===== src/hdl/tpc_pkg.sv =====
// ----------------------------------------------------------------------------
// tpc_pkg
// Shared types, constants and the quarter-wave sine table of the tone power
// correlator.
// ----------------------------------------------------------------------------
package tpc_pkg;

  // Arithmetic right shift applied to each sample-by-wave product
  localparam int unsigned CORR_SHIFT = 15;
  // Tones: centre, lower neighbour, upper neighbour
  localparam int unsigned NUM_TONES  = 3;
  localparam logic [31:0] QUARTER_TURN = 32'h4000_0000;

  // Squaring sequence: two partial products for each of six accumulators
  localparam int unsigned SQ_STEPS = 2 * 2 * NUM_TONES;
  localparam int unsigned SQ_CNT_W = $clog2(SQ_STEPS);

  typedef logic [SQ_CNT_W-1:0] sq_sel_t;

  // Register indexes on the configuration port (byte address / 4)
  typedef enum logic [1:0] {
    REG_CENTER_STEP = 2'd0,
    REG_LOWER_STEP  = 2'd1,
    REG_UPPER_STEP  = 2'd2,
    REG_BAND_MODE   = 2'd3
  } reg_idx_t;

  // Controller states
  typedef enum logic [2:0] {
    ST_IDLE,
    ST_ACC,
    ST_SQUARE,
    ST_DRAIN,
    ST_FINISH
  } state_t;

  // Commands from controller to datapath
  typedef struct packed {
    logic    load;     // take the input word, form the products
    logic    acc_en;   // add products into accumulators, advance phases
    logic    sq_en;    // issue one squaring partial product
    sq_sel_t sq_sel;   // accumulator select in [3:1], high-half flag in [0]
    logic    finish;   // load the power result, clear the run state
  } ctrl_cmd_t;

  // Status from datapath to controller
  typedef struct packed {
    logic last;        // word held in the product stage ends the run
    logic out_full;    // result register still waits for the sink
  } ctrl_sts_t;

  // Quarter-wave sine, Q15
  localparam logic signed [15:0] SINE_TABLE [64] = '{
    16'sd0,     16'sd804,   16'sd1608,  16'sd2410,  16'sd3212,  16'sd4011,
    16'sd4808,  16'sd5602,  16'sd6393,  16'sd7179,  16'sd7962,  16'sd8739,
    16'sd9512,  16'sd10278, 16'sd11039, 16'sd11793, 16'sd12539, 16'sd13279,
    16'sd14010, 16'sd14732, 16'sd15446, 16'sd16151, 16'sd16846, 16'sd17530,
    16'sd18204, 16'sd18868, 16'sd19519, 16'sd20159, 16'sd20787, 16'sd21403,
    16'sd22005, 16'sd22594, 16'sd23170, 16'sd23731, 16'sd24279, 16'sd24811,
    16'sd25329, 16'sd25831, 16'sd26318, 16'sd26789, 16'sd27244, 16'sd27683,
    16'sd28105, 16'sd28510, 16'sd28898, 16'sd29269, 16'sd29622, 16'sd29957,
    16'sd30274, 16'sd30572, 16'sd30852, 16'sd31113, 16'sd31356, 16'sd31579,
    16'sd31783, 16'sd31968, 16'sd32133, 16'sd32279, 16'sd32405, 16'sd32512,
    16'sd32598, 16'sd32665, 16'sd32713, 16'sd32740
  };

  // Full-wave sine from a 32-bit phase: quadrant in [31:30], index in [29:24]
  function automatic logic signed [15:0] wave_at(input logic [31:0] ph);
    logic [5:0]         idx;
    logic signed [15:0] mag;
    idx = ph[29:24];
    // mirror the index on odd quadrants
    if (ph[30]) begin
      mag = SINE_TABLE[~idx];
    end else begin
      mag = SINE_TABLE[idx];
    end
    // negate on the second half turn
    if (ph[31]) begin
      return -mag;
    end
    return mag;
  endfunction

endpackage


===== src/hdl/tpc_ctrl.sv =====
// ----------------------------------------------------------------------------
// tpc_ctrl
// Sequencer of the correlator: input handshake, accumulate step, squaring
// sequence over the shared multiplier and hand-off of the result.
// ----------------------------------------------------------------------------
module tpc_ctrl
  import tpc_pkg::*;
(
  input  logic      clk,
  input  logic      rst,
  input  logic      in_valid,
  output logic      in_ready,
  input  ctrl_sts_t sts,
  output ctrl_cmd_t cmd
);

  state_t  state, state_next;
  sq_sel_t sq_cnt, sq_cnt_next;

  // State and squaring counter
  always_ff @(posedge clk) begin
    if (rst) begin
      state  <= ST_IDLE;
      sq_cnt <= '0;
    end else begin
      state  <= state_next;
      sq_cnt <= sq_cnt_next;
    end
  end

  // Next state and commands
  always_comb begin
    state_next  = state;
    sq_cnt_next = sq_cnt;
    in_ready    = 1'b0;
    cmd         = '0;
    cmd.sq_sel  = sq_cnt;
    unique case (state)
      ST_IDLE: begin
        in_ready = 1'b1;
        cmd.load = in_valid;
        if (in_valid) begin
          state_next = ST_ACC;
        end
      end
      ST_ACC: begin
        cmd.acc_en = 1'b1;
        if (sts.last) begin
          sq_cnt_next = '0;
          state_next  = ST_SQUARE;
        end else begin
          state_next = ST_IDLE;
        end
      end
      ST_SQUARE: begin
        cmd.sq_en = 1'b1;
        if (sq_cnt == sq_sel_t'(SQ_STEPS - 1)) begin
          state_next = ST_DRAIN;
        end else begin
          sq_cnt_next = sq_sel_t'(sq_cnt + 1'b1);
        end
      end
      ST_DRAIN: begin
        // last partial product is added in this cycle
        state_next = ST_FINISH;
      end
      ST_FINISH: begin
        // hold until the result register is free
        if (!sts.out_full) begin
          cmd.finish = 1'b1;
          state_next = ST_IDLE;
        end
      end
      default: begin
        state_next = ST_IDLE;
      end
    endcase
  end

endmodule


===== config.mk =====
export PLATFORM = sky130hd
export DESIGN_NAME = tpc_ctrl
export DESIGN_NICKNAME = d
export VERILOG_FILES = /design/src/hdl/tpc_pkg.sv /design/src/hdl/tpc_ctrl.sv
export SDC_FILE = /design/constraint.sdc
export NUM_CORES = 1
export LEC_CHECK = 0
export BUFFER_PORTS_ARGS = -buffer_cell sky130_fd_sc_hd__buf_2
export CAP_MARGIN = 20
export CELL_PAD_IN_SITES_DETAIL_PLACEMENT = 1
export CELL_PAD_IN_SITES_GLOBAL_PLACEMENT = 2
export CORE_MARGIN = 2
export CORE_UTILIZATION = 25
export DETAILED_ROUTE_END_ITERATION = 6
export PLACE_DENSITY_LB_ADDON = 0.1
export SETUP_SLACK_MARGIN = 0.15
export SLEW_MARGIN = 20
export SYNTH_ARGS = -nofsm -noshare
export SYNTH_HDL_FRONTEND = slang
export SYNTH_SLANG_ARGS = --single-unit

===== constraint.sdc =====
create_clock -name clk -period 1.55 [get_ports clk]
set_input_delay 0.155 -clock clk [delete_from_list [all_inputs] [get_ports clk]]
set_output_delay 0.155 -clock clk [all_outputs]
set_load 0.02 [all_outputs]

==> flow_summary.toml, run 1 <==
[pwr]
power_mw = 0.4983
leakagePower_nw = 0.2783
power_density_nw_per_um2 = 803.0
vdd_drop_max_v = 0.0003441

[routing]
drt-initial-drc-count = 15
drcViolationCount = 0
wirelength_mm = 1.185
dr_total_vias = 450
ant_nets = 0
wl_per_cell_um = 13.17
met1_length_um = 589
first_pass_iters = 4
vias_per_cell = 5.000
met3_wirelength_um = 47
highest_layer = "met3"
wl_met2_um = 547

[clock_tree]
htreeDepth = 1
clk_latency_ps = 250
cts_sinks = 7
cts_buffers = 3
clk_pin_slew_ps = 60
cts-root-buf = "clkbuf_4"
hold_buffers = 0
tritoncts = "built"
ctsLongestPathBuffers = 2

[cells_and_area]
diodes = 0
fin_nets = 81
fin_util_pct = 40.72
drive_above_1_share_pct = 52.70
area_growth_pct = 50.76
fillers = 196

[setup_path]
worstRegToRegCells = 3
cpPeakStageDelay_ps = 370
reg2reg_from = "state[1]$_SDFFE_PP0P_"
cp.required_ps = 1690
cp_cell_sequence = "or3_1 -> a21o_2 -> a2111oi_1"
path_class = "reg2reg"
reg2reg_to = "state[2]$_SDFFE_PP0P_"
startpoint_type = "flop"
crit_path_end_kind = "flop"
crit_fanout = 4
reg2reg_slack_ps = 180
startpoint = "state[1]$_SDFFE_PP0P_"
cp_slowest_cell = "or3_1"
arrival_ps = 1510

[floorplan]
fp.dieH_um = 44.58
num_rows = 14
start_util_pct = 27.01
core_area_um2 = 1524
dieArea_um2 = 1987
die-width_um = 44.58
io_pins = 14

[synthesis]
avgSynthCellArea_um2 = 8.401
synth_nets = 55
yosys_register_bits = 7
yosys_warnings = 0
synth.cell_area_um2 = 411.6
ys_types = 25
yosysTopAreaCellShare_pct = 34.04
syn_inst = 49
synth_seq_area_share_pct = 34.04
yosys-top-cells-area = "dfxtp_1 34%, buf_6 5.5%, o211ai_1 5.5%"
yosys.area.top_type = "dfxtp_1"

[global_routing]
grt_pass1_vias = 418
grt_max_degree = 8
antenna_found_initial = 0
grt_pass1_wl_mm = 1.787
track_usage_pct = 12.21
grt.overflow.total = 0

[flow_run]
cap_violations = 0

[timing]
setup_tns_ps = 0
fin_ws_ps = 175.5
rsz0062_at_grt = "yes"
fin_skew_ps = 5.955
max_freq_mhz = 727.6
hold_viol_final = 0
finalSetupViolCount = 0
post-route-min-period_ps = 1374
whs_ps = 170.5
maxSlewViolCount = 0
worst_pin_slew_ps = 313.1
final.period_utilization_pct = 88.68
slew_headroom_pct = 79.07

[placement]
place_hpwl_um = 800.4
place_ws_ps = 114.6
gp_congestion = 0.6851
portBuffers = 13

[hold_path]
min_path_cells = 2
hold_path_class = "in2reg"
min_from = "rst"
hold_path_end = "sq_cnt[0]$_SDFFE_PP0P_"

[run_status]
outcome = "finished clean"
-- metrics by stage --
stage,cells,instance area [µm²]
finish,90,620.6
detailed placement,78,491.7
global route,90,620.6
global placement,78,491.7
floorplan,49,411.6
CTS,84,544.3
-- routing by layer --
layer,global-route usage [%],vias to the layer above
li1,-,229
met1,17.49,215
met2,16.52,6
met3,4.898,0
met4,3.636,0
met5,0,-
-- cell usage after synthesis --
master and number:
nor2_1 4, nand2_1 2, nand3b_1 1, buf_4 1
or4bb_2 1, nor3_1 2, a21o_2 1, o21ai_0 2
a31oi_1 1, a2111oi_1 1, and2_1 1, or3_1 3
nor4_1 1, clkbuf_2 1, or3b_1 1, nor2b_1 1
dfxtp_1 7, and3b_1 1, a21oi_1 4, inv_1 1
ha_1 1, nand3_1 4, o211ai_1 3, buf_6 2
nor3b_1 2
-- kinds of logic after synthesis --
| logic type | share of synthesized area [%] |
|---|---|
| compound gates | 18.85 |
| simple gates | 34.65 |
| fa+ha+maj | 3.039 |
| flops | 34.04 |
| buf+inv | 9.421 |
-- critical path, delay by kind of cell (launching register included) --
family | cells | cell delay [ps]
AND/OR/NAND/NOR | 1 | 370
AO/OA/AOI/OAI | 2 | 560
flip-flops | 1 | 330
-- worst max path at each step --
stage	end	slack [ps]
6_report	state[2]$_SDFFE_PP0P_	180
5_1_grt	state[2]$_SDFFE_PP0P_	120
4_1_cts	cmd[5]	130
3_5_place_dp	sq_cnt[0]$_SDFFE_PP0P_	110
3_3_place_gp	state[2]$_SDFFE_PP0P_	120
2_1_floorplan	cmd[7]	120
-- cells in the final DEF, fill, tap and decap left out, drive strengths merged, types with 3 or more instances in the layout --
master and instances:
nand3 4, clkbuf 4, a21oi 4, buf 25, o211ai 3, or3 3
nor2 4, dfxtp 7
-- flip-flops by register name, summed over array words and instances, names as in the netlist --
register	count
state	3
sq_cnt	4
-- power by group --
| group | switching, mW | internal, mW |
|---|---|---|
| combinational | 0.0707 | 0.0645 |
| clock | 0.0682 | 0.0983 |
| sequential | 0.00724 | 0.189 |
| total | 0.146 | 0.352 |
-- layout make-up --
type | count | area (µm²) | share of cell area, %
multi-input cells | 37 | 259.0 | 41.73
clock buffers | 4 | 26.28 | 4.234
repair buffers | 25 | 166.4 | 26.81
inverters | 1 | 6.256 | 1.008
flip-flops and latches | 7 | 142.6 | 22.98
well taps | 16 | 20.02 | 3.226
-- what timing repair did --
item / 4_1_cts / 5_1_grt
resized for setup: 5 / 11
pin swaps: 0 / 1
setup buffers: 2 / 6
setup endpoints to repair: 4 / 8
No activity file was read; power rests on OpenSTA's default activity.
==> run 2: changes to the inputs <==
Settings changed: RECOVER_POWER set to 25.
==> run 2 against run 1 <==
Core utilization is 0.33 points lower. Via count stayed put. First-iteration DRC count stayed put. Setup slack worse by 0.93 ps. Largest power group unchanged. Clock power hardly changed. Sequential cell count stayed put.
==> flow_summary.toml, run 2 (synthesized netlist as in run 1, its figures left out) <==
[floorplan]
dieArea_um2 = 1987
die-width_um = 44.58
io_pins = 14
num_rows = 14
fp.dieH_um = 44.58
start_util_pct = 27.01
core_area_um2 = 1524

[setup_path]
crit_path_end_kind = "flop"
reg2reg_from = "state[1]$_SDFFE_PP0P_"
cpPeakStageDelay_ps = 370
startpoint = "state[1]$_SDFFE_PP0P_"
crit_fanout = 4
arrival_ps = 1510
startpoint_type = "flop"
path_class = "reg2reg"
worstRegToRegCells = 3
cp.required_ps = 1690
cp_cell_sequence = "or3_1 -> a21o_2 -> a2111oi_1"
cp_slowest_cell = "or3_1"

[timing]
final.period_utilization_pct = 88.74
post-route-min-period_ps = 1375
rsz0062_at_grt = "yes"
maxSlewViolCount = 0
finalSetupViolCount = 0
slew_headroom_pct = 79.07
setup_tns_ps = 0
worst_pin_slew_ps = 313.1
max_freq_mhz = 727.1
fin_skew_ps = 5.163
hold_viol_final = 0

[cells_and_area]
final_cell_mix = "14 x buf_4, 6 x buf_2, 5 x clkbuf_1, 5 x dfxtp_1, 4 x nand3_1"
regMostFlops = "sq_cnt"
drive_above_1_share_pct = 47.30
stdcell_count = 90
layout_commonest_cell = "buf_4"
fin_nets = 81
fillers = 196
area_growth_pct = 49.54
largestRegisters = "sq_cnt x4, state x3"
largest_reg_flops = 4
final_area_um2 = 615.6
diodes = 0

[global_routing]
grt.overflow.total = 0
grt_max_degree = 8
grt_pass1_wl_mm = 1.787
antenna_found_initial = 0
grt_pass1_vias = 418
track_usage_pct = 12.21

[pwr]
power_density_nw_per_um2 = 807.7
leakagePower_nw = 0.2608
power_mw = 0.4972
vdd_drop_max_v = 0.0003440

[clock_tree]
cts_sinks = 7
hold_buffers = 0
htreeDepth = 1
ctsLongestPathBuffers = 2
clk_pin_slew_ps = 50
cts-root-buf = "clkbuf_4"
cts_buffers = 3
clk_latency_ps = 250
tritoncts = "built"

[placement]
portBuffers = 13
place_inst = 78
place_hpwl_um = 800.4
gp_congestion = 0.6851
placed_cell_area_um2 = 491.7

[routing]
drcViolationCount = 0
dr_total_vias = 450
ant_nets = 0
wirelength_mm = 1.185
drt-initial-drc-count = 15
wl_per_cell_um = 13.17
first_pass_iters = 4
vias_per_cell = 5.000

[run_status]
outcome = "finished clean"

[flow_run]
cap_violations = 0

[hold_path]
hold_path_class = "in2reg"
min_path_cells = 2
min_from = "rst"
-- run 2: cell count changes in the layout (fill, tap and decap cells not counted), sizes merged --
cell    delta
buf        -4
clkbuf     +4
-- run 2: stage by stage --
stage,hold WS (ps),setup slack (ps),utilization (%)
finish,170.5,174.6,40.39
global route,179.2,120.5,40.39
CTS,158.5,133.0,35.71
detailed placement,428.3,114.6,32.27
global placement,436.1,121.5,32.27
floorplan,224.1,115.4,-
-- run 2: per-layer routing --
layer | track usage [%] | vias up | share of wire (%)
met5 | 0 | - | 0
met4 | 3.636 | 0 | 0
met3 | 4.898 | 0 | 4.1
met2 | 16.52 | 6 | 46
met1 | 17.49 | 215 | 50
li1 | - | 229 | -
-- run 2: critical path, delay by kind of cell, from the launching register on --
kind,cells,cell delay (ps)
AO/OA/AOI/OAI,2,560
AND/OR/NAND/NOR,1,370
flip-flops,1,330
-- run 2: timing repair --
| action | in CTS | in global routing |
|---|---|---|
| gates resized for setup | 5 | 11 |
| buffers inserted | 2 | 6 |
| pin swaps | 0 | 1 |
| setup endpoints to repair | 4 | 8 |
-- run 2: final cells by class --
cell class / instances / area (µm²) / area share (%)
Inverter: 1 / 6.256 / 1.016
Timing Repair Buffer: 25 / 161.4 / 26.22
Tap cell: 16 / 20.02 / 3.252
Multi-Input combinational cell: 37 / 259.0 / 42.07
Sequential cell: 7 / 142.6 / 23.17
Clock buffer: 4 / 26.28 / 4.268
-- run 2: final timing paths --
check	slack, ps	to
worst max-delay path	170	state[2]$_SDFFE_PP0P_
worst max register to register	170	state[2]$_SDFFE_PP0P_
worst min-delay path	170	sq_cnt[0]$_SDFFE_PP0P_
worst min register to register	540	sq_cnt[1]$_SDFFE_PP0P_
-- run 2: power breakdown --
part / switching (mW) / internal [mW]
registers: 0.00724 / 0.189
clock network: 0.0676 / 0.0982
logic: 0.0707 / 0.0641
total: 0.145 / 0.352
==> run 3: changes to the inputs <==
--- a/config.mk
+++ b/config.mk
@@ -13,2 +13,3 @@
 export CORE_UTILIZATION = 25
+export CTS_CLUSTER_SIZE = 16
 export DETAILED_ROUTE_END_ITERATION = 6
--- a/constraint.sdc
+++ b/constraint.sdc
@@ -3,2 +3,2 @@
 set_output_delay 0.155 -clock clk [all_outputs]
-set_load 0.02 [all_outputs]
+set_load 0.05 [all_outputs]
==> run 3 against run 2 <==
Final cell count shrank 7.8%. Clock skew shrank 0.82 ps. Critical path depth is the same. Final area shrank 1.6%. Power grew 10%. Die area is the same. Setup slack lost 50 ps. Core utilization shrank 0.66 points. Sequential cell count is the same.
==> flow_summary.toml, run 3 (synthesized netlist as in run 1, its figures left out) <==
[setup_path]
cpPeakStageDelay_ps = 430
reg2reg_to = "sq_cnt[0]$_SDFFE_PP0P_"
path_class = "reg2out"
worstRegToRegCells = 4
startpoint_type = "flop"
reg2reg_from = "state[2]$_SDFFE_PP0P_"
reg2reg_slack_ps = 140
crit_fanout = 5
cp_slowest_cell = "or3b_4"
arrival_ps = 1270
crit_path_end_kind = "output pin"
cp_cell_sequence = "or3b_4 -> clkinvlp_4 -> buf_8"
cp.required_ps = 1390

[clock_tree]
cts_sinks = 7
clk_pin_slew_ps = 60
clk_latency_ps = 250
cts-root-buf = "clkbuf_4"
ctsLongestPathBuffers = 2
cts_buffers = 3
tritoncts = "built"
htreeDepth = 1

[routing]
wl_per_cell_um = 14.40
wirelength_mm = 1.195
dr_total_vias = 438
vias_per_cell = 5.277
drcViolationCount = 0
wl_met2_um = 646
met1_length_um = 478
ant_nets = 0
first_pass_iters = 2
highest_layer = "met4"
met3_wirelength_um = 58
drt-initial-drc-count = 2

[timing]
whs_ps = 165.0
slew_headroom_pct = 59.58
maxSlewViolCount = 0
final.period_utilization_pct = 91.96
hold_viol_final = 0
fin_ws_ps = 124.6
rsz0062_at_grt = "yes"
setup_tns_ps = 0
finalSetupViolCount = 0
max_freq_mhz = 701.6
worst_pin_slew_ps = 608.9
fin_skew_ps = 4.348
post-route-min-period_ps = 1425

[cells_and_area]
drive_above_1_share_pct = 50.75
largestRegisters = "sq_cnt x4, state x3"
largest_reg_flops = 4
final_cell_mix = "6 x dfxtp_2, 5 x clkbuf_1, 5 x buf_2, 5 x buf_4, 4 x a21oi_1"
area_growth_pct = 47.11
layout_commonest_cell = "dfxtp_2"
stdcell_count = 83
regMostFlops = "sq_cnt"
fin_nets = 74
diodes = 0
fin_util_pct = 39.74
final_area_um2 = 605.6

[floorplan]
die-width_um = 44.58
start_util_pct = 27.01
fp.dieH_um = 44.58
io_pins = 14
core_area_um2 = 1524
dieArea_um2 = 1987
num_rows = 14

[placement]
place_inst = 77
place_hpwl_um = 867.8
placed_cell_area_um2 = 521.8
portBuffers = 13
gp_congestion = 0.7011
place_ws_ps = 121.1

[global_routing]
grt.overflow.total = 0
antenna_found_initial = 0
track_usage_pct = 13.22
grt_pass1_vias = 428
grt_max_degree = 8
grt_pass1_wl_mm = 1.842

[pwr]
vdd_drop_max_v = 0.0004539
leakagePower_nw = 0.2353
power_density_nw_per_um2 = 905.6
power_mw = 0.5484

[hold_path]
hold_path_end = "sq_cnt[1]$_SDFFE_PP0P_"
min_path_cells = 2
hold_path_class = "in2reg"
min_from = "rst"

[flow_run]
cap_violations = 0

[run_status]
outcome = "finished clean"
-- run 3: cell count changes in the layout (fill, tap and decap cells not counted), moves of 2 or more --
cell,delta
dfxtp_1,-4
buf_4,-9
dfxtp_2,+4
buf_8,+2
-- run 3: layout make-up --
class | instances | area [µm²]
fill | 192 | 918.4
multi-input combinational | 37 | 274.0
sequential | 7 | 147.6
timing repair buffer | 18 | 130.1
clock buffer | 4 | 26.28
tap | 16 | 20.02
inverter | 1 | 7.507
-- run 3: worst max-delay path: cells and delay by family (launching register included) --
family | cells | cell delay (ps)
flip-flops | 1 | 330
buffers and inverters | 2 | 270
AND/OR/NAND/NOR | 1 | 430
-- run 3: what timing repair did --
action / CTS / global route
buffers inserted: 1 / 1
pin swaps: 1 / 2
resized for setup: 9 / 8
endpoints found under the setup margin: 5 / 7
hold buffers: 0 / 0
-- run 3: worst max-delay path by stage --
stage	from	endpoint	slack, ps
floorplan	state[1]$_SDFFE_PP0P_	cmd[7]	-20
global placement	state[1]$_SDFFE_PP0P_	sq_cnt[3]$_SDFFE_PP0P_	100
detailed placement	state[0]$_SDFFE_PP0P_	sq_cnt[3]$_SDFFE_PP0P_	120
CTS	state[1]$_SDFFE_PP0P_	cmd[5]	100
global route	state[1]$_SDFFE_PP0P_	cmd[5]	80
finish	state[2]$_SDFFE_PP0P_	cmd[5]	120
-- run 3: per-layer routing --
metal / global-route usage, % / vias up
met1: 14.07 / 209
met4: 9.091 / 0
met3: 3.265 / 2
met5: 0 / -
met2: 22.61 / 10
li1: - / 217
-- run 3: power breakdown --
group | internal (mW) | switching (mW) | total, mW
combinational | 0.0724 | 0.112 | 0.184
clock | 0.0983 | 0.0684 | 0.167
sequential | 0.190 | 0.00761 | 0.197
total | 0.360 | 0.188 | 0.548
